--- src/rtl/csl_pkg.sv ---
package csl_pkg;

    localparam int WORD_CHARS = 31;
    localparam int POS_BITS   = 16;
    localparam int CNT_W      = $clog2(WORD_CHARS + 1);
    localparam int ADDR_W     = $clog2(WORD_CHARS);
    localparam int KIND_W     = 6;
    localparam int KW_NUM     = 10;
    localparam int KW_MAXLEN  = 8;

    // Token kinds.
    localparam logic [KIND_W-1:0] K_CONST    = 6'd0;
    localparam logic [KIND_W-1:0] K_ID       = 6'd1;
    localparam logic [KIND_W-1:0] K_MAIN     = 6'd2;
    localparam logic [KIND_W-1:0] K_RETURN   = 6'd3;
    localparam logic [KIND_W-1:0] K_IF       = 6'd4;
    localparam logic [KIND_W-1:0] K_ELSE     = 6'd5;
    localparam logic [KIND_W-1:0] K_FOR      = 6'd6;
    localparam logic [KIND_W-1:0] K_WHILE    = 6'd7;
    localparam logic [KIND_W-1:0] K_BREAK    = 6'd8;
    localparam logic [KIND_W-1:0] K_CONTINUE = 6'd9;
    localparam logic [KIND_W-1:0] K_TYPE     = 6'd10;
    localparam logic [KIND_W-1:0] K_LPAREN   = 6'd11;
    localparam logic [KIND_W-1:0] K_RPAREN   = 6'd12;
    localparam logic [KIND_W-1:0] K_LBRACE   = 6'd13;
    localparam logic [KIND_W-1:0] K_RBRACE   = 6'd14;
    localparam logic [KIND_W-1:0] K_SEMI     = 6'd15;
    localparam logic [KIND_W-1:0] K_COMMA    = 6'd16;
    localparam logic [KIND_W-1:0] K_ANDAND   = 6'd17;
    localparam logic [KIND_W-1:0] K_OROR     = 6'd18;
    localparam logic [KIND_W-1:0] K_EQEQ     = 6'd19;
    localparam logic [KIND_W-1:0] K_ASSIGN   = 6'd20;
    localparam logic [KIND_W-1:0] K_NEQ      = 6'd21;
    localparam logic [KIND_W-1:0] K_NOT      = 6'd22;
    localparam logic [KIND_W-1:0] K_GE       = 6'd23;
    localparam logic [KIND_W-1:0] K_GT       = 6'd24;
    localparam logic [KIND_W-1:0] K_LE       = 6'd25;
    localparam logic [KIND_W-1:0] K_LT       = 6'd26;
    localparam logic [KIND_W-1:0] K_PLUS     = 6'd27;
    localparam logic [KIND_W-1:0] K_MINUS    = 6'd28;
    localparam logic [KIND_W-1:0] K_STAR     = 6'd29;
    localparam logic [KIND_W-1:0] K_SLASH    = 6'd30;
    localparam logic [KIND_W-1:0] K_QUEST    = 6'd31;
    localparam logic [KIND_W-1:0] K_COLON    = 6'd32;

    // Characters.
    localparam logic [7:0] CH_NL     = 8'h0A;
    localparam logic [7:0] CH_LPAREN = "(";
    localparam logic [7:0] CH_RPAREN = ")";
    localparam logic [7:0] CH_LBRACE = "{";
    localparam logic [7:0] CH_RBRACE = "}";
    localparam logic [7:0] CH_SEMI   = ";";
    localparam logic [7:0] CH_COMMA  = ",";
    localparam logic [7:0] CH_AMP    = "&";
    localparam logic [7:0] CH_BAR    = "|";
    localparam logic [7:0] CH_EQ     = "=";
    localparam logic [7:0] CH_BANG   = "!";
    localparam logic [7:0] CH_GT     = ">";
    localparam logic [7:0] CH_LT     = "<";
    localparam logic [7:0] CH_SLASH  = "/";
    localparam logic [7:0] CH_PLUS   = "+";
    localparam logic [7:0] CH_MINUS  = "-";
    localparam logic [7:0] CH_STAR   = "*";
    localparam logic [7:0] CH_QUEST  = "?";
    localparam logic [7:0] CH_COLON  = ":";

    // Pending operator codes.
    localparam logic [2:0] P_NONE    = 3'd0;
    localparam logic [2:0] P_EQ      = 3'd1;
    localparam logic [2:0] P_BANG    = 3'd2;
    localparam logic [2:0] P_GT      = 3'd3;
    localparam logic [2:0] P_LT      = 3'd4;
    localparam logic [2:0] P_SLASH   = 3'd5;
    localparam logic [2:0] P_SWALLOW = 3'd6;

    // Comment modes.
    localparam logic [1:0] C_NONE  = 2'd0;
    localparam logic [1:0] C_LINE  = 2'd1;
    localparam logic [1:0] C_BLOCK = 2'd2;

    localparam logic [7:0] KW_TEXT [KW_NUM][KW_MAXLEN] = '{
        '{"r", "e", "t", "u", "r", "n", 8'd0, 8'd0},
        '{"m", "a", "i", "n", 8'd0, 8'd0, 8'd0, 8'd0},
        '{"i", "f", 8'd0, 8'd0, 8'd0, 8'd0, 8'd0, 8'd0},
        '{"e", "l", "s", "e", 8'd0, 8'd0, 8'd0, 8'd0},
        '{"f", "o", "r", 8'd0, 8'd0, 8'd0, 8'd0, 8'd0},
        '{"w", "h", "i", "l", "e", 8'd0, 8'd0, 8'd0},
        '{"b", "r", "e", "a", "k", 8'd0, 8'd0, 8'd0},
        '{"c", "o", "n", "t", "i", "n", "u", "e"},
        '{"i", "n", "t", 8'd0, 8'd0, 8'd0, 8'd0, 8'd0},
        '{"v", "o", "i", "d", 8'd0, 8'd0, 8'd0, 8'd0}
    };
    localparam logic [CNT_W-1:0] KW_LEN [KW_NUM] = '{
        CNT_W'(6), CNT_W'(4), CNT_W'(2), CNT_W'(4), CNT_W'(3),
        CNT_W'(5), CNT_W'(5), CNT_W'(8), CNT_W'(3), CNT_W'(4)
    };
    localparam logic [KIND_W-1:0] KW_KIND [KW_NUM] = '{
        K_RETURN, K_MAIN, K_IF, K_ELSE, K_FOR,
        K_WHILE, K_BREAK, K_CONTINUE, K_TYPE, K_TYPE
    };

    typedef struct packed {
        logic [7:0] char_in;
        logic       end_of_text;
    } csl_chr_t;

    typedef struct packed {
        logic [KIND_W-1:0]   token_kind;
        logic [POS_BITS-1:0] line_number;
        logic [POS_BITS-1:0] column_number;
        logic [7:0]          text_char;
        logic                text_valid;
        logic                word_truncated;
        logic                token_end;
        logic                last;
    } csl_tok_t;

    typedef struct packed {
        logic accept;
        logic load_pre;
        logic load_word;
        logic load_post;
        logic rd_next;
    } csl_cmd_t;

    typedef struct packed {
        logic plan_pre;
        logic plan_word;
        logic plan_post;
        logic snap_word;
        logic snap_post;
        logic word_last;
        logic out_free;
    } csl_stat_t;

    function automatic logic [KIND_W-1:0] pend_pair(input logic [2:0] p);
        logic [KIND_W-1:0] k;
        case (p)
            P_EQ:    k = K_EQEQ;
            P_BANG:  k = K_NEQ;
            P_GT:    k = K_GE;
            P_LT:    k = K_LE;
            default: k = K_CONST;
        endcase
        return k;
    endfunction

    function automatic logic [KIND_W-1:0] pend_single(input logic [2:0] p);
        logic [KIND_W-1:0] k;
        case (p)
            P_EQ:    k = K_ASSIGN;
            P_BANG:  k = K_NOT;
            P_GT:    k = K_GT;
            P_LT:    k = K_LT;
            P_SLASH: k = K_SLASH;
            default: k = K_CONST;
        endcase
        return k;
    endfunction

endpackage

--- src/rtl/csl_if.sv ---
interface csl_char_if import csl_pkg::*; ();
    logic     valid;
    logic     ready;
    csl_chr_t data;

    modport source (output valid, output data, input ready);
    modport sink (input valid, input data, output ready);
endinterface

interface csl_tok_if import csl_pkg::*; ();
    logic     valid;
    logic     ready;
    csl_tok_t data;

    modport source (output valid, output data, input ready);
    modport sink (input valid, input data, output ready);
endinterface

--- src/rtl/csl_ram.sv ---
module csl_ram #(
    parameter int WIDTH = 8,
    parameter int DEPTH = 32
) (
    input  logic                     clk,
    input  logic                     we,
    input  logic [$clog2(DEPTH)-1:0] waddr,
    input  logic [WIDTH-1:0]         wdata,
    input  logic                     re,
    input  logic [$clog2(DEPTH)-1:0] raddr,
    output logic [WIDTH-1:0]         rdata
);

    logic [WIDTH-1:0] mem_reg [DEPTH];
    logic [WIDTH-1:0] rdata_reg;

    always_ff @(posedge clk)
    begin
        if (we)
        begin
            mem_reg[waddr] <= wdata;
        end
        if (re)
        begin
            rdata_reg <= mem_reg[raddr];
        end
    end

    assign rdata = rdata_reg;

endmodule

--- src/rtl/csl_datapath.sv ---
module csl_datapath import csl_pkg::*; (
    input  logic      clk,
    input  logic      rst_n,
    input  csl_chr_t  in_data,
    input  csl_cmd_t  cmd,
    output csl_stat_t stat,
    output logic      out_valid,
    input  logic      out_ready,
    output csl_tok_t  out_data
);

    // Lexer state.
    logic [POS_BITS-1:0] line_reg, line_next;
    logic [POS_BITS-1:0] col_reg, col_next;
    logic [POS_BITS-1:0] wstart_reg, wstart_next;
    logic [CNT_W-1:0]    count_reg, count_next;
    logic                saw_letter_reg, saw_letter_next;
    logic                saw_digit_reg, saw_digit_next;
    logic                cut_reg, cut_next;
    logic [KW_NUM-1:0]   kw_ok_reg, kw_ok_next;
    logic [2:0]          pend_reg, pend_next;
    logic [1:0]          cmode_reg, cmode_next;
    logic                star_reg, star_next;

    // Result plan captured at the accepted beat.
    logic [POS_BITS-1:0] snap_line_reg;
    logic                pre_valid_reg;
    logic [KIND_W-1:0]   pre_kind_reg;
    logic [POS_BITS-1:0] pre_col_reg;
    logic                wrd_valid_reg;
    logic [KIND_W-1:0]   wrd_kind_reg;
    logic                wrd_text_reg;
    logic                wrd_cut_reg;
    logic [POS_BITS-1:0] wrd_col_reg;
    logic [CNT_W-1:0]    wrd_n_reg;
    logic                post_valid_reg;
    logic [KIND_W-1:0]   post_kind_reg;
    logic [POS_BITS-1:0] post_col_reg;
    logic [ADDR_W-1:0]   idx_reg, idx_next;

    logic     out_valid_reg, out_valid_next;
    csl_tok_t out_reg, out_next;

    logic [7:0]          c;
    logic                nl, alnum, digit, lex;
    logic [POS_BITS-1:0] col_inc, line_inc;
    logic [KIND_W-1:0]   fl_kind;
    logic                fl_text;
    logic                plan_pre, plan_word, plan_post;
    logic [KIND_W-1:0]   pre_kind, post_kind;
    logic                wr_req;
    logic [7:0]          rdata;
    logic                ram_re;
    logic [ADDR_W-1:0]   ram_raddr;
    logic                word_last;

    assign c       = in_data.char_in;
    assign nl      = (c == CH_NL);
    assign digit   = (c >= "0") && (c <= "9");
    assign alnum   = digit || ((c >= "A") && (c <= "Z")) || ((c >= "a") && (c <= "z"));
    assign col_inc  = (col_reg == '1) ? col_reg : col_reg + 1'b1;
    assign line_inc = (line_reg == '1) ? line_reg : line_reg + 1'b1;

    // Kind of the word gathered so far; keyword hits were tracked per character.
    always_comb
    begin
        fl_kind = K_ID;
        fl_text = 1'b1;
        if (saw_digit_reg && !saw_letter_reg)
        begin
            fl_kind = K_CONST;
        end
        else
        begin
            for (int k = 0; k < KW_NUM; k++)
            begin
                if (kw_ok_reg[k] && (count_reg == KW_LEN[k]))
                begin
                    fl_kind = KW_KIND[k];
                    fl_text = (KW_KIND[k] == K_MAIN);
                end
            end
        end
    end

    always_comb
    begin
        line_next       = line_reg;
        col_next        = col_reg;
        wstart_next     = wstart_reg;
        count_next      = count_reg;
        saw_letter_next = saw_letter_reg;
        saw_digit_next  = saw_digit_reg;
        cut_next        = cut_reg;
        kw_ok_next      = kw_ok_reg;
        pend_next       = pend_reg;
        cmode_next      = cmode_reg;
        star_next       = star_reg;
        plan_pre        = 1'b0;
        plan_word       = 1'b0;
        plan_post       = 1'b0;
        pre_kind        = K_CONST;
        post_kind       = K_CONST;
        lex             = 1'b0;
        wr_req          = 1'b0;

        if (in_data.end_of_text)
        begin
            plan_word = (count_reg != '0);
            if ((pend_reg >= P_EQ) && (pend_reg <= P_SLASH))
            begin
                plan_pre = 1'b1;
                pre_kind = pend_single(pend_reg);
            end
            line_next       = POS_BITS'(1);
            col_next        = '0;
            wstart_next     = '0;
            count_next      = '0;
            saw_letter_next = 1'b0;
            saw_digit_next  = 1'b0;
            cut_next        = 1'b0;
            pend_next       = P_NONE;
            cmode_next      = C_NONE;
            star_next       = 1'b0;
        end
        else
        begin
            col_next = col_inc;
            if (pend_reg == P_SWALLOW)
            begin
                pend_next = P_NONE;
                if (nl)
                begin
                    line_next = line_inc;
                    col_next  = '0;
                end
            end
            else if (cmode_reg == C_LINE)
            begin
                if (nl)
                begin
                    cmode_next = C_NONE;
                    lex        = 1'b1;
                end
            end
            else if (cmode_reg == C_BLOCK)
            begin
                if (nl)
                begin
                    line_next = line_inc;
                    col_next  = '0;
                    star_next = 1'b0;
                end
                else if (c == CH_STAR)
                begin
                    star_next = 1'b1;
                end
                else if ((c == CH_SLASH) && star_reg)
                begin
                    cmode_next = C_NONE;
                    star_next  = 1'b0;
                end
                else
                begin
                    star_next = 1'b0;
                end
            end
            else
            begin
                lex = 1'b1;
                if ((pend_reg >= P_EQ) && (pend_reg <= P_SLASH))
                begin
                    pend_next = P_NONE;
                    if ((pend_reg == P_SLASH) && (c == CH_SLASH))
                    begin
                        cmode_next = C_LINE;
                        lex        = 1'b0;
                    end
                    else if ((pend_reg == P_SLASH) && (c == CH_STAR))
                    begin
                        cmode_next = C_BLOCK;
                        star_next  = 1'b0;
                        lex        = 1'b0;
                    end
                    else if ((pend_reg != P_SLASH) && (c == CH_EQ))
                    begin
                        plan_pre = 1'b1;
                        pre_kind = pend_pair(pend_reg);
                        lex      = 1'b0;
                    end
                    else
                    begin
                        plan_pre = 1'b1;
                        pre_kind = pend_single(pend_reg);
                    end
                end
            end

            if (lex)
            begin
                if (alnum)
                begin
                    if (digit)
                    begin
                        saw_digit_next = 1'b1;
                    end
                    else
                    begin
                        saw_letter_next = 1'b1;
                    end
                    if (count_reg == '0)
                    begin
                        wstart_next = col_inc;
                    end
                    if (count_reg < CNT_W'(WORD_CHARS))
                    begin
                        wr_req     = 1'b1;
                        count_next = count_reg + 1'b1;
                        for (int k = 0; k < KW_NUM; k++)
                        begin
                            kw_ok_next[k] = ((count_reg == '0) || kw_ok_reg[k]) &&
                                            (count_reg < KW_LEN[k]) &&
                                            (c == KW_TEXT[k][count_reg[2:0]]);
                        end
                    end
                    else
                    begin
                        cut_next = 1'b1;
                    end
                end
                else
                begin
                    plan_word       = (count_reg != '0);
                    count_next      = '0;
                    saw_letter_next = 1'b0;
                    saw_digit_next  = 1'b0;
                    cut_next        = 1'b0;
                    case (c)
                        CH_LPAREN: post_kind = K_LPAREN;
                        CH_RPAREN: post_kind = K_RPAREN;
                        CH_LBRACE: post_kind = K_LBRACE;
                        CH_RBRACE: post_kind = K_RBRACE;
                        CH_SEMI:   post_kind = K_SEMI;
                        CH_COMMA:  post_kind = K_COMMA;
                        CH_AMP:
                        begin
                            post_kind = K_ANDAND;
                            pend_next = P_SWALLOW;
                        end
                        CH_BAR:
                        begin
                            post_kind = K_OROR;
                            pend_next = P_SWALLOW;
                        end
                        CH_EQ:     pend_next = P_EQ;
                        CH_BANG:   pend_next = P_BANG;
                        CH_GT:     pend_next = P_GT;
                        CH_LT:     pend_next = P_LT;
                        CH_SLASH:  pend_next = P_SLASH;
                        CH_PLUS:   post_kind = K_PLUS;
                        CH_MINUS:  post_kind = K_MINUS;
                        CH_STAR:   post_kind = K_STAR;
                        CH_QUEST:  post_kind = K_QUEST;
                        CH_COLON:  post_kind = K_COLON;
                        CH_NL:
                        begin
                            line_next = line_inc;
                            col_next  = '0;
                        end
                        default:   post_kind = K_CONST;
                    endcase
                    plan_post = (post_kind != K_CONST);
                end
            end
        end
    end

    csl_ram #(
        .WIDTH (8),
        .DEPTH (WORD_CHARS)
    ) u_word_ram (
        .clk   (clk),
        .we    (cmd.accept && wr_req),
        .waddr (count_reg[ADDR_W-1:0]),
        .wdata (c),
        .re    (ram_re),
        .raddr (ram_raddr),
        .rdata (rdata)
    );

    // The first character is fetched on the accepted beat, the rest one ahead of each load.
    assign ram_re    = cmd.accept || cmd.rd_next;
    assign ram_raddr = cmd.rd_next ? ADDR_W'(idx_reg + 1'b1) : '0;
    assign word_last = ((CNT_W'(idx_reg) + 1'b1) == wrd_n_reg);

    always_comb
    begin
        idx_next = idx_reg;
        if (cmd.accept)
        begin
            idx_next = '0;
        end
        else if (cmd.rd_next)
        begin
            idx_next = ADDR_W'(idx_reg + 1'b1);
        end
    end

    always_comb
    begin
        out_next             = out_reg;
        out_next.line_number = snap_line_reg;
        if (cmd.load_pre)
        begin
            out_next.token_kind     = pre_kind_reg;
            out_next.column_number  = pre_col_reg;
            out_next.text_char      = '0;
            out_next.text_valid     = 1'b0;
            out_next.word_truncated = 1'b0;
            out_next.token_end      = 1'b1;
            out_next.last           = !wrd_valid_reg && !post_valid_reg;
        end
        else if (cmd.load_word)
        begin
            out_next.token_kind     = wrd_kind_reg;
            out_next.column_number  = wrd_col_reg;
            out_next.text_char      = wrd_text_reg ? rdata : 8'd0;
            out_next.text_valid     = wrd_text_reg;
            out_next.word_truncated = wrd_cut_reg;
            out_next.token_end      = word_last;
            out_next.last           = word_last && !post_valid_reg;
        end
        else
        begin
            out_next.token_kind     = post_kind_reg;
            out_next.column_number  = post_col_reg;
            out_next.text_char      = '0;
            out_next.text_valid     = 1'b0;
            out_next.word_truncated = 1'b0;
            out_next.token_end      = 1'b1;
            out_next.last           = 1'b1;
        end
    end

    always_comb
    begin
        out_valid_next = out_valid_reg;
        if (cmd.load_pre || cmd.load_word || cmd.load_post)
        begin
            out_valid_next = 1'b1;
        end
        else if (out_ready)
        begin
            out_valid_next = 1'b0;
        end
    end

    always_ff @(posedge clk or negedge rst_n)
    begin
        if (!rst_n)
        begin
            line_reg       <= POS_BITS'(1);
            col_reg        <= '0;
            wstart_reg     <= '0;
            count_reg      <= '0;
            saw_letter_reg <= 1'b0;
            saw_digit_reg  <= 1'b0;
            cut_reg        <= 1'b0;
            kw_ok_reg      <= '0;
            pend_reg       <= P_NONE;
            cmode_reg      <= C_NONE;
            star_reg       <= 1'b0;
            idx_reg        <= '0;
            out_valid_reg  <= 1'b0;
        end
        else
        begin
            if (cmd.accept)
            begin
                line_reg       <= line_next;
                col_reg        <= col_next;
                wstart_reg     <= wstart_next;
                count_reg      <= count_next;
                saw_letter_reg <= saw_letter_next;
                saw_digit_reg  <= saw_digit_next;
                cut_reg        <= cut_next;
                kw_ok_reg      <= kw_ok_next;
                pend_reg       <= pend_next;
                cmode_reg      <= cmode_next;
                star_reg       <= star_next;
            end
            idx_reg       <= idx_next;
            out_valid_reg <= out_valid_next;
        end
    end

    always_ff @(posedge clk)
    begin
        if (cmd.accept)
        begin
            snap_line_reg  <= line_reg;
            pre_valid_reg  <= plan_pre;
            pre_kind_reg   <= pre_kind;
            pre_col_reg    <= col_reg;
            wrd_valid_reg  <= plan_word;
            wrd_kind_reg   <= fl_kind;
            wrd_text_reg   <= fl_text;
            wrd_cut_reg    <= cut_reg;
            wrd_col_reg    <= wstart_reg;
            wrd_n_reg      <= fl_text ? count_reg : CNT_W'(1);
            post_valid_reg <= plan_post;
            post_kind_reg  <= post_kind;
            post_col_reg   <= col_inc;
        end
        if (cmd.load_pre || cmd.load_word || cmd.load_post)
        begin
            out_reg <= out_next;
        end
    end

    assign stat.plan_pre  = plan_pre;
    assign stat.plan_word = plan_word;
    assign stat.plan_post = plan_post;
    assign stat.snap_word = wrd_valid_reg && !pre_valid_reg ? 1'b1 : wrd_valid_reg;
    assign stat.snap_post = post_valid_reg;
    assign stat.word_last = word_last;
    assign stat.out_free  = !out_valid_reg || out_ready;

    assign out_valid = out_valid_reg;
    assign out_data  = out_reg;

endmodule

--- src/rtl/csl_ctrl.sv ---
module csl_ctrl import csl_pkg::*; (
    input  logic      clk,
    input  logic      rst_n,
    input  logic      in_valid,
    output logic      in_ready,
    input  csl_stat_t stat,
    output csl_cmd_t  cmd
);

    localparam logic [1:0] S_IDLE = 2'd0;
    localparam logic [1:0] S_PRE  = 2'd1;
    localparam logic [1:0] S_WRD  = 2'd2;
    localparam logic [1:0] S_POST = 2'd3;

    logic [1:0] state_reg, state_next;

    always_comb
    begin
        state_next = state_reg;
        cmd        = '0;
        case (state_reg)
            S_IDLE:
            begin
                cmd.accept = in_valid;
                if (in_valid)
                begin
                    if (stat.plan_pre)
                    begin
                        state_next = S_PRE;
                    end
                    else if (stat.plan_word)
                    begin
                        state_next = S_WRD;
                    end
                    else if (stat.plan_post)
                    begin
                        state_next = S_POST;
                    end
                end
            end
            S_PRE:
            begin
                if (stat.out_free)
                begin
                    cmd.load_pre = 1'b1;
                    if (stat.snap_word)
                    begin
                        state_next = S_WRD;
                    end
                    else if (stat.snap_post)
                    begin
                        state_next = S_POST;
                    end
                    else
                    begin
                        state_next = S_IDLE;
                    end
                end
            end
            S_WRD:
            begin
                if (stat.out_free)
                begin
                    cmd.load_word = 1'b1;
                    cmd.rd_next   = !stat.word_last;
                    if (stat.word_last)
                    begin
                        state_next = stat.snap_post ? S_POST : S_IDLE;
                    end
                end
            end
            S_POST:
            begin
                if (stat.out_free)
                begin
                    cmd.load_post = 1'b1;
                    state_next    = S_IDLE;
                end
            end
            default:
            begin
                state_next = S_IDLE;
            end
        endcase
    end

    always_ff @(posedge clk or negedge rst_n)
    begin
        if (!rst_n)
        begin
            state_reg <= S_IDLE;
        end
        else
        begin
            state_reg <= state_next;
        end
    end

    assign in_ready = (state_reg == S_IDLE);

    a_one_cmd: assert property (@(posedge clk) disable iff (!rst_n)
        $onehot0({cmd.accept, cmd.load_pre, cmd.load_word, cmd.load_post}))
        else $error("more than one controller command in a cycle");

    a_load_free: assert property (@(posedge clk) disable iff (!rst_n)
        (cmd.load_pre || cmd.load_word || cmd.load_post) |-> stat.out_free)
        else $error("result loaded while the output register is busy");

    a_post_planned: assert property (@(posedge clk) disable iff (!rst_n)
        (state_reg == S_POST) |-> stat.snap_post)
        else $error("operator token phase without a planned operator token");

    a_quiet_char: assert property (@(posedge clk) disable iff (!rst_n)
        (cmd.accept && !(stat.plan_pre || stat.plan_word || stat.plan_post))
        |=> (state_reg == S_IDLE))
        else $error("character with no result left the idle state");

endmodule

--- src/rtl/c_subset_lexer.sv ---
// Order: a character with results moves the controller from idle to its PRE, WRD or POST state,
// where the first result is loaded into the output register once that register is free; each
// further result is loaded as the sink frees the register. Characters are taken only in the idle
// state, so the next one waits for this one's last result; the word buffer RAM gives one char per load.
// Reset (rst_n, asynchronous, active low) puts the lexer at line 1, column 0, with no word,
// operator or comment pending; the word buffer is not cleared and needs no clearing pass.
module c_subset_lexer import csl_pkg::*; (
    input logic       clk,
    input logic       rst_n,
    csl_char_if.sink  chars,
    csl_tok_if.source tokens
);

    csl_cmd_t  cmd;
    csl_stat_t stat;

    csl_ctrl u_ctrl (
        .clk      (clk),
        .rst_n    (rst_n),
        .in_valid (chars.valid),
        .in_ready (chars.ready),
        .stat     (stat),
        .cmd      (cmd)
    );

    csl_datapath u_datapath (
        .clk       (clk),
        .rst_n     (rst_n),
        .in_data   (chars.data),
        .cmd       (cmd),
        .stat      (stat),
        .out_valid (tokens.valid),
        .out_ready (tokens.ready),
        .out_data  (tokens.data)
    );

endmodule
--- src/flat_wrapper.sv ---
// flat-port wrapper written by rule: the top's interface ports become plain ports
module c_subset_lexer_flat import csl_pkg::*;
  (clk, rst_n, chars_valid, chars_data, chars_ready, tokens_valid, tokens_data, tokens_ready);
  csl_char_if chars_i ();
  csl_tok_if tokens_i ();
  input logic clk;
  input logic rst_n;
  input wire logic [$bits(chars_i.valid)-1:0] chars_valid;
  input wire logic [$bits(chars_i.data)-1:0] chars_data;
  output wire logic [$bits(chars_i.ready)-1:0] chars_ready;
  output wire logic [$bits(tokens_i.valid)-1:0] tokens_valid;
  output wire logic [$bits(tokens_i.data)-1:0] tokens_data;
  input wire logic [$bits(tokens_i.ready)-1:0] tokens_ready;
  assign chars_i.valid = chars_valid;
  assign chars_i.data = chars_data;
  assign chars_ready = chars_i.ready;
  assign tokens_valid = tokens_i.valid;
  assign tokens_data = tokens_i.data;
  assign tokens_i.ready = tokens_ready;
  c_subset_lexer u_core (.clk(clk), .rst_n(rst_n), .chars(chars_i), .tokens(tokens_i));
endmodule
--- config.mk ---
export PLATFORM = sky130hd
export DESIGN_NAME = c_subset_lexer_flat
export DESIGN_NICKNAME = d
export VERILOG_FILES = /design/src/rtl/csl_pkg.sv /design/src/rtl/csl_if.sv /design/src/rtl/csl_ram.sv /design/src/rtl/csl_datapath.sv /design/src/rtl/csl_ctrl.sv /design/src/rtl/c_subset_lexer.sv /design/src/flat_wrapper.sv
export SDC_FILE = /design/constraint.sdc
export NUM_CORES = 1
export LEC_CHECK = 0
export ABC_AREA = 1
export BUFFER_PORTS_ARGS = -buffer_cell sky130_fd_sc_hd__buf_2
export CAP_MARGIN = 10
export CORE_MARGIN = 2
export CORE_UTILIZATION = 40
export DETAILED_ROUTE_END_ITERATION = 8
export SLEW_MARGIN = 20
export SYNTH_ARGS = -nofsm -noshare
export SYNTH_HDL_FRONTEND = slang
export SYNTH_SLANG_ARGS = --single-unit
--- constraint.sdc ---
create_clock -name clk -period 4 [get_ports clk]
set_input_delay 0.4 -clock clk [delete_from_list [all_inputs] [get_ports clk]]
set_output_delay 0.4 -clock clk [all_outputs]
set_load 0.1 [all_outputs]
# Yosys cells after proc, flatten, opt, wreduce, memory -nomap -nowiden
# Memory sizes are Yosys's and may differ from the RTL's. A register that Yosys moved wholly into a read port is not among the register bits.
# Index checks and enable logic that the tools add are counted.
[classes] n_addsub=4 n_lt_le_gt_ge=16 n_eq_ne=67 mux=180 bitwise=5 reduce_logical=94
[op_table] cell="16-bit two-way mux" n=22
[op_table] cell="8-bit two-way mux" n=21
[op_table] cell="8-bit by 6-bit equality test with 1-bit output (second input constant)" n=15
[op_table] cell="8-bit equality test" n=10
[op_table] cell="6-bit two-way mux" n=13
[op_table] cell="6-bit case mux with 13 select lines" n=1
[op_table] cell="1-bit two-way mux" n=71
[op_table] cell="28-bit two-way mux" n=2
[op_table] cell="2-bit two-way mux" n=22
[op_table] cell="1-bit logical AND" n=43
[op_table] cell="5-bit two-way mux" n=8
[op_table] cell="4-bit two-way mux" n=9
[op_table] cell="16-bit by 1-bit adder with 16-bit output (second input constant)" n=2
[op_table] cell="16-bit equality test (second input constant)" n=2
[op_table] cell="5-bit case mux with 5 select lines" n=1
[op_table] cell="8-bit by 7-bit equality test with 1-bit output (second input constant)" n=3
[op_table] cell="3-bit two-way mux" n=7
[op_table] cell="5-bit case mux with 4 select lines" n=1
[op_table] cell="3-bit case mux with 6 select lines" n=1
[op_table] cell="8-bit by 7-bit >= comparator with 1-bit output (second input constant)" n=2
[op_table] cell="8-bit by 7-bit <= comparator with 1-bit output (second input constant)" n=2
[op_table] cell="1-bit logical OR" n=16
[op_table] cell="5-bit by 3-bit equality test with 1-bit output (second input constant)" n=3
[op_table] cell="5-bit by 3-bit less-than comparator with 1-bit output (second input constant)" n=3
[op_table] cell="45 further kinds" n=86
[word_totals] reg_bits=222 ram_bits=248 romBits=640 in_bits=13 out_inout_bits=52 wordCells=415 mem_count=11
[mem_list] name="u_core.u_datapath.u_word_ram.mem_reg" depth=31 width=8 rd=1 rd_ports_with_merged_regs=1 write_ports=1 line="csl_ram.sv:14" source="logic [WIDTH-1:0] mem_reg [DEPTH];"
[mem_list] name="(no name shown)" depth=8 width=8 rd=1 rd_ports_with_merged_regs=0 write_ports=0 line="csl_datapath.sv:223" source="(c == KW_TEXT[k][count_reg[2:0]]);"
[mem_list] name="(no name shown)" depth=8 width=8 rd=1 rd_ports_with_merged_regs=0 write_ports=0 line="csl_datapath.sv:223"
[mem_list] name="(no name shown)" depth=8 width=8 rd=1 rd_ports_with_merged_regs=0 write_ports=0 line="csl_datapath.sv:223"
[mem_list] name="(no name shown)" depth=8 width=8 rd=1 rd_ports_with_merged_regs=0 write_ports=0 line="csl_datapath.sv:223"
[mem_list] name="(no name shown)" depth=8 width=8 rd=1 rd_ports_with_merged_regs=0 write_ports=0 line="csl_datapath.sv:223"
[mem_list] name="+5 memories"

# Logic depth before layout (Yosys ltp)
[logic_depth] ltp_word=21 ltp_mapped=19 depth_no_buf=18

# By module
# From an unflattened synthesis, not the netlist that was laid out.
[hier_totals] hier_cells=2200 area_unflattened_um2=21932.3
[by_module_without_submodules] module="csl_datapath" n_inst=1 cells_per_inst=1272 area_each_um2=11307.1 seq_area_each_um2=6097.1
[by_module_without_submodules] module="csl_ram" n_inst=1 cells_per_inst=883 area_each_um2=10361.2 seq_area_each_um2=7687.4
[by_module_without_submodules] module="csl_ctrl" n_inst=1 cells_per_inst=45 area_each_um2=264.0 seq_area_each_um2=50.0

# Worst setup path after synthesis
# Ideal clock, no wire load.
[synth_timing] path_type="flip-flop to flip-flop" startpoint="register u_core.u_ctrl.state_reg[1]" endpoint="register u_core.u_datapath.post_col_reg[0], enable pin" setup_time_ns=0.413 arrival_ns=4.013 required_ns=3.587 setup_slack_ns=-0.426 stages_incl_launch_ff=6 n_path_buf=2 period_less_slack_ns=4.426 cell_sequence="dfrtp_1 -> nor2_1 -> nand2_1 -> inv_1 -> clkbuf_1 -> buf_2"
[synth_lines] element="start, declared" line="csl_ctrl.sv:15" source="logic [1:0] state_reg, state_next;"
[synth_lines] element="start signal, assigned" line="csl_ctrl.sv:95" source="state_reg <= state_next;"
[synth_lines] element="end signal, assigned" line="csl_datapath.sv:413" source="post_col_reg <= col_inc;"
[synth_lines] element="end, declared" line="csl_datapath.sv:38" source="logic [POS_BITS-1:0] post_col_reg;"

# Final worst setup path
[layout_timing] startpoint="register u_core.u_datapath.idx_reg[0]" endpoint="register u_core.u_datapath.u_word_ram.rdata_reg[4], in the netlist u_core.u_datapath.u_word_ram.rdata[4] (read register of u_core.u_datapath.u_word_ram.mem_reg) (data pin)"
[layout_between] elab_chain_len=6 word_cells_on_any_way=7 cone_classes="1 x add/sub; 1 x eq/ne; 3 x mux; 2 x reduce/logical"
[layout_lines] element="start, declared" line="csl_datapath.sv:39" source="logic [ADDR_W-1:0] idx_reg, idx_next;"
[layout_lines] element="start signal, assigned" line="csl_datapath.sv:392" source="idx_reg <= idx_next;"
[layout_lines] element="5-bit by 1-bit adder with 5-bit output *" line="csl_datapath.sv:293, csl_datapath.sv:294"
[layout_lines] element="5-bit equality test" line="csl_datapath.sv:294" source="assign word_last = ((CNT_W'(idx_reg) + 1'b1) == wrd_n_reg);"
[layout_lines] element="1-bit zero test" line="csl_ctrl.sv:65" source="cmd.rd_next = !stat.word_last;"
[layout_lines] element="1-bit two-way mux" line="csl_ctrl.sv:62" source="if (stat.out_free)"
[layout_lines] element="1-bit two-way mux" line="csl_ctrl.sv:21" source="case (state_reg)"
[layout_lines] element="5-bit two-way mux or 1-bit logical OR (tied branches)" line="csl_datapath.sv:293, csl_datapath.sv:292"
[layout_lines] element="end, declared" line="csl_ram.sv:15" source="logic [WIDTH-1:0] rdata_reg;"
# Mark *: on every way between the ends. The rest lies on a longest branch, timed or not.
# A chain may end at the register's enable or synchronous reset.

==> impl_metrics.toml <==
[global_routing]
grt.met2_usage = 0.336
grt_remaining_overflow = 0
pin_count_of_the_biggest_net_entering_global_routing = 128
grt.busiest_layer = "met2"
vias_in_the_first_global_route = 16000
globalRouteMet1Util = 0.277
grtUsageTotal = 0.205
antenna_found_initial = 0
wire_length_of_the_first_global_routing_pass_um = 91300
grtUsageMet3 = 0.0360

[cts]
ctsRootBufferMaster = "clkbuf_16"
clk-insertion-delay-late_ps = 620
cts-root-to-sink-buffers = 3
clkSinkCount = 474
path_clk_slew_ps = 60
cts_htree_levels = 2
cts_made_buffers = 52
cts_repair_resize_count = 0
post-cts-setup-buffer-count = 0
cts_tree = "done"

[place]
place_ws_ps = 440
placed_cells_incl_taps = 3068
portBuffers = 64
gp_congestion = 0.963
place_hpwl_um = 37900

[detailed_routing]
avgRoutedWirePerCell_um = 18.6
postRouteWirelength_um = 58800
routed-via-count = 16400
antenna_violating_nets_post_route = 0
first_iter_violations = 1630
vias_per_cell = 5.19
route.detailed.drc = 0
detail_route.first_pass.iterations = 6

[timing]
tns_ps = 0
report.final.slew_viol_count = 0
report.final.hold_viol_count = 0
hold_slack_ps = 260
rsz_0062_raised_after_global_routing = "false"
timing.final.crit_period_ps = 3450
finalClockSkew_ps = 35.0
post-route-worst-setup-slack_ps = 548
clock.fmax_mhz = 290
timing_worst_slew_pin_value_ps = 1050
post-route-period-util = 0.863
setup_viol = 0
slew_headroom = 0.300

[synth]
yosysSeqAreaShare = 0.616
syn-cell-area_um2 = 22500
postSynth.topFlopCell = "edfxtp_1"
synthesis.nets = 2328
post_synth_xor_area_fraction = 0.0183
synth_fa_ha_area_frac = 0.00780
yosys.cell_types.count = 52
synth_top_area_frac = 0.527
synth_compound_gate_area_share = 0.0485
synth-edff-count = 394
yosys_warnings = 0
syn_inst = 2301
synth.mux.area_fraction = 0
synth_top_cell_by_area = "edfxtp_1"
synthSimpleGateAreaFrac = 0.232
synth_top_family_by_area = "simple AND/OR/NAND/NOR gates"
synth_area_per_cell_um2 = 9.76
synth_area_leaders = "edfxtp_1 (53%), dfrtp_1 (8.8%), nand2_1 (8.4%), nand3_1 (5.3%), inv_1 (5.1%)"
synth-async-reset-ratio = 0.169
yosys_register_bits = 474

[critical_path]
rr_worst_depth = 17
r2r_end = "u_core.u_datapath.u_word_ram.rdata[4]"
worstPathMaxFanout = 44
capturing_element_type_of_the_critical_path = "flip-flop"
worst_ep_required_time_ps = 4320
worst-endpoint-arrival_ps = 3770
worst_r2r_startpoint = "u_core.u_datapath.idx_reg[0]"
crit_path_start_kind = "flip-flop"
setup.worst_path.class = "flip-flop to flip-flop"
reg2reg_slack_ps = 550

[power_and_ir_drop]
power_per_cell_area_nw_per_um2 = 660
totalPowerFinal_mw = 16.8
max-vdd-ir-drop_uv = 611
p_leak_nw = 10.6

[outcome]
run_status = "finished, final reports clean"

[worst_hold_path]
worstHoldEndpoint = "u_core.u_datapath.count_reg[4]"
hold_path_depth = 4
min_from = "chars_data[0]"
timing.hold.worst.class = "input port to flip-flop"

[cells_and_area]
fin_cells = 3168
finalNetCount = 2403
layout-drive-gt1-share = 0.115
areaGrowthSynthToFinish_pct = 13.2
diode_count = 0
largest_register_ffs = 248

[floorplanning]
horiz_die_dim_um = 241
die-height_um = 241
floorplan.io_pins = 65
placeable_core_region_um2 = 55300
die_ar_um2 = 58100
placement_rows = 86
initial_utilization = 0.406

[flow_run]
max_cap_violations = 0
final cells by class:
class | instances | area, µm²
Multi-Input combinational cell | 1402 | 6940
Inverter | 329 | 1240
Clock buffer | 65 | 1370
Timing Repair Buffer | 117 | 776
Tap cell | 748 | 936
Sequential cell | 474 | 13800
Clock inverter | 33 | 329
Fill cell | 5245 | 29900
layout by cell type, fill, tap and decap left out, drive strengths merged, types with 7 or more instances in the layout:
| cell type | netlist | layout |
|---|---|---|
| nand2 | 510 | 510 |
| edfxtp | 394 | 394 |
| inv | 325 | 329 |
| nor2 | 270 | 270 |
| nand3 | 244 | 244 |
| buf | 62 | 115 |
| nand4 | 86 | 86 |
| o21ai | 83 | 83 |
| dfrtp | 79 | 79 |
| clkbuf | 34 | 65 |
| xor2 | 47 | 47 |
| nor3 | 35 | 35 |
| clkinv | 4 | 25 |
| o22ai | 22 | 22 |
| a21oi | 18 | 18 |
| ha | 14 | 14 |
| nor4 | 13 | 13 |
| o2111ai | 13 | 13 |
| or2 | 7 | 7 |
kinds of logic (layout without fill, tap and decap cells):
kind of cell | after synthesis | in the layout
buffers and inverters | 425 | 544
adder cells (fa/ha/maj) | 14 | 14
AO/OA/AOI/OAI | 166 | 166
flip-flops | 474 | 474
XOR/XNOR | 47 | 47
AND/OR/NAND/NOR | 1175 | 1175
routing by layer:
| metal | up-vias | part of all wire |
|---|---|---|
| met1 | 7869 | 0.43 |
| met2 | 581 | 0.47 |
| met3 | 120 | 0.068 |
| met4 | 0 | 0.028 |
| li1 | 7870 | - |
| met5 | - | 0 |
through the flow:
stage           util  area [µm²]
2_1_floorplan      -       22500
3_3_place_gp   0.428       23700
3_5_place_dp   0.428       23700
4_1_cts        0.459       25400
5_1_grt        0.460       25400
6_report       0.460       25400
worst max path at each step:
stage,startpoint,depth (start not counted),end,slack [ps]
floorplan,u_core.u_ctrl.state_reg[1],5,u_core.u_datapath.post_col_reg[0],190
global placement,chars_data[2],13,u_core.u_datapath.u_word_ram.mem_reg[2][1],510
detailed placement,chars_data[2],13,u_core.u_datapath.u_word_ram.mem_reg[2][0],440
CTS,u_core.u_datapath.idx_reg[0],17,u_core.u_datapath.u_word_ram.rdata[4],540
global route,u_core.u_datapath.idx_reg[0],17,u_core.u_datapath.u_word_ram.rdata[4],270
finish,u_core.u_datapath.idx_reg[0],17,u_core.u_datapath.u_word_ram.rdata[4],550
worst max-delay path, stage by stage (launching register included):
cell and delay [ps]:
dfrtp_2 450, ha_1 420, inv_2 100, nand2_1 70
nand2_1 50, nor2_1 100, nand3_1 90, nor2_2 130
nand3_4 170, nand3_4 420, buf_4 410, nand2_1 100
nand2_1 80, nand3_1 120, nand3_1 110, nand2_1 120
nand2_1 90, nand2_1 100
synthesized netlist by cell type (4+ instances only):
library cell,instances
nor3_1,35
buf_2,30
nand4_1,85
nor2_2,7
buf_6,5
xor2_1,47
nand3_1,239
nand2_1,500
nor2_4,6
o22ai_2,10
o22ai_1,12
nor4_1,13
o21ai_1,15
clkinv_1,4
a21oi_1,18
or2_2,7
o211ai_1,5
nor3b_1,4
o2111ai_1,13
buf_4,17
o21ai_0,59
ha_1,14
nor2_1,257
nand2_2,7
clkbuf_1,34
o21ai_2,9
o31ai_1,6
inv_1,306
dfrtp_1,79
edfxtp_1,394
inv_2,18
buf_1,10
what timing repair did:
item,in CTS,in global routing
endpoints found under the hold margin,59,0
hold buffers,2,0
endpoints found under the setup margin,0,0
power breakdown:
part           total (mW)  switching, mW  internal, mW
logic                5.51           4.44          1.07
registers            6.49          0.267          6.22
clock network        4.77           2.00          2.77
Power figures use the tool's default switching activity.
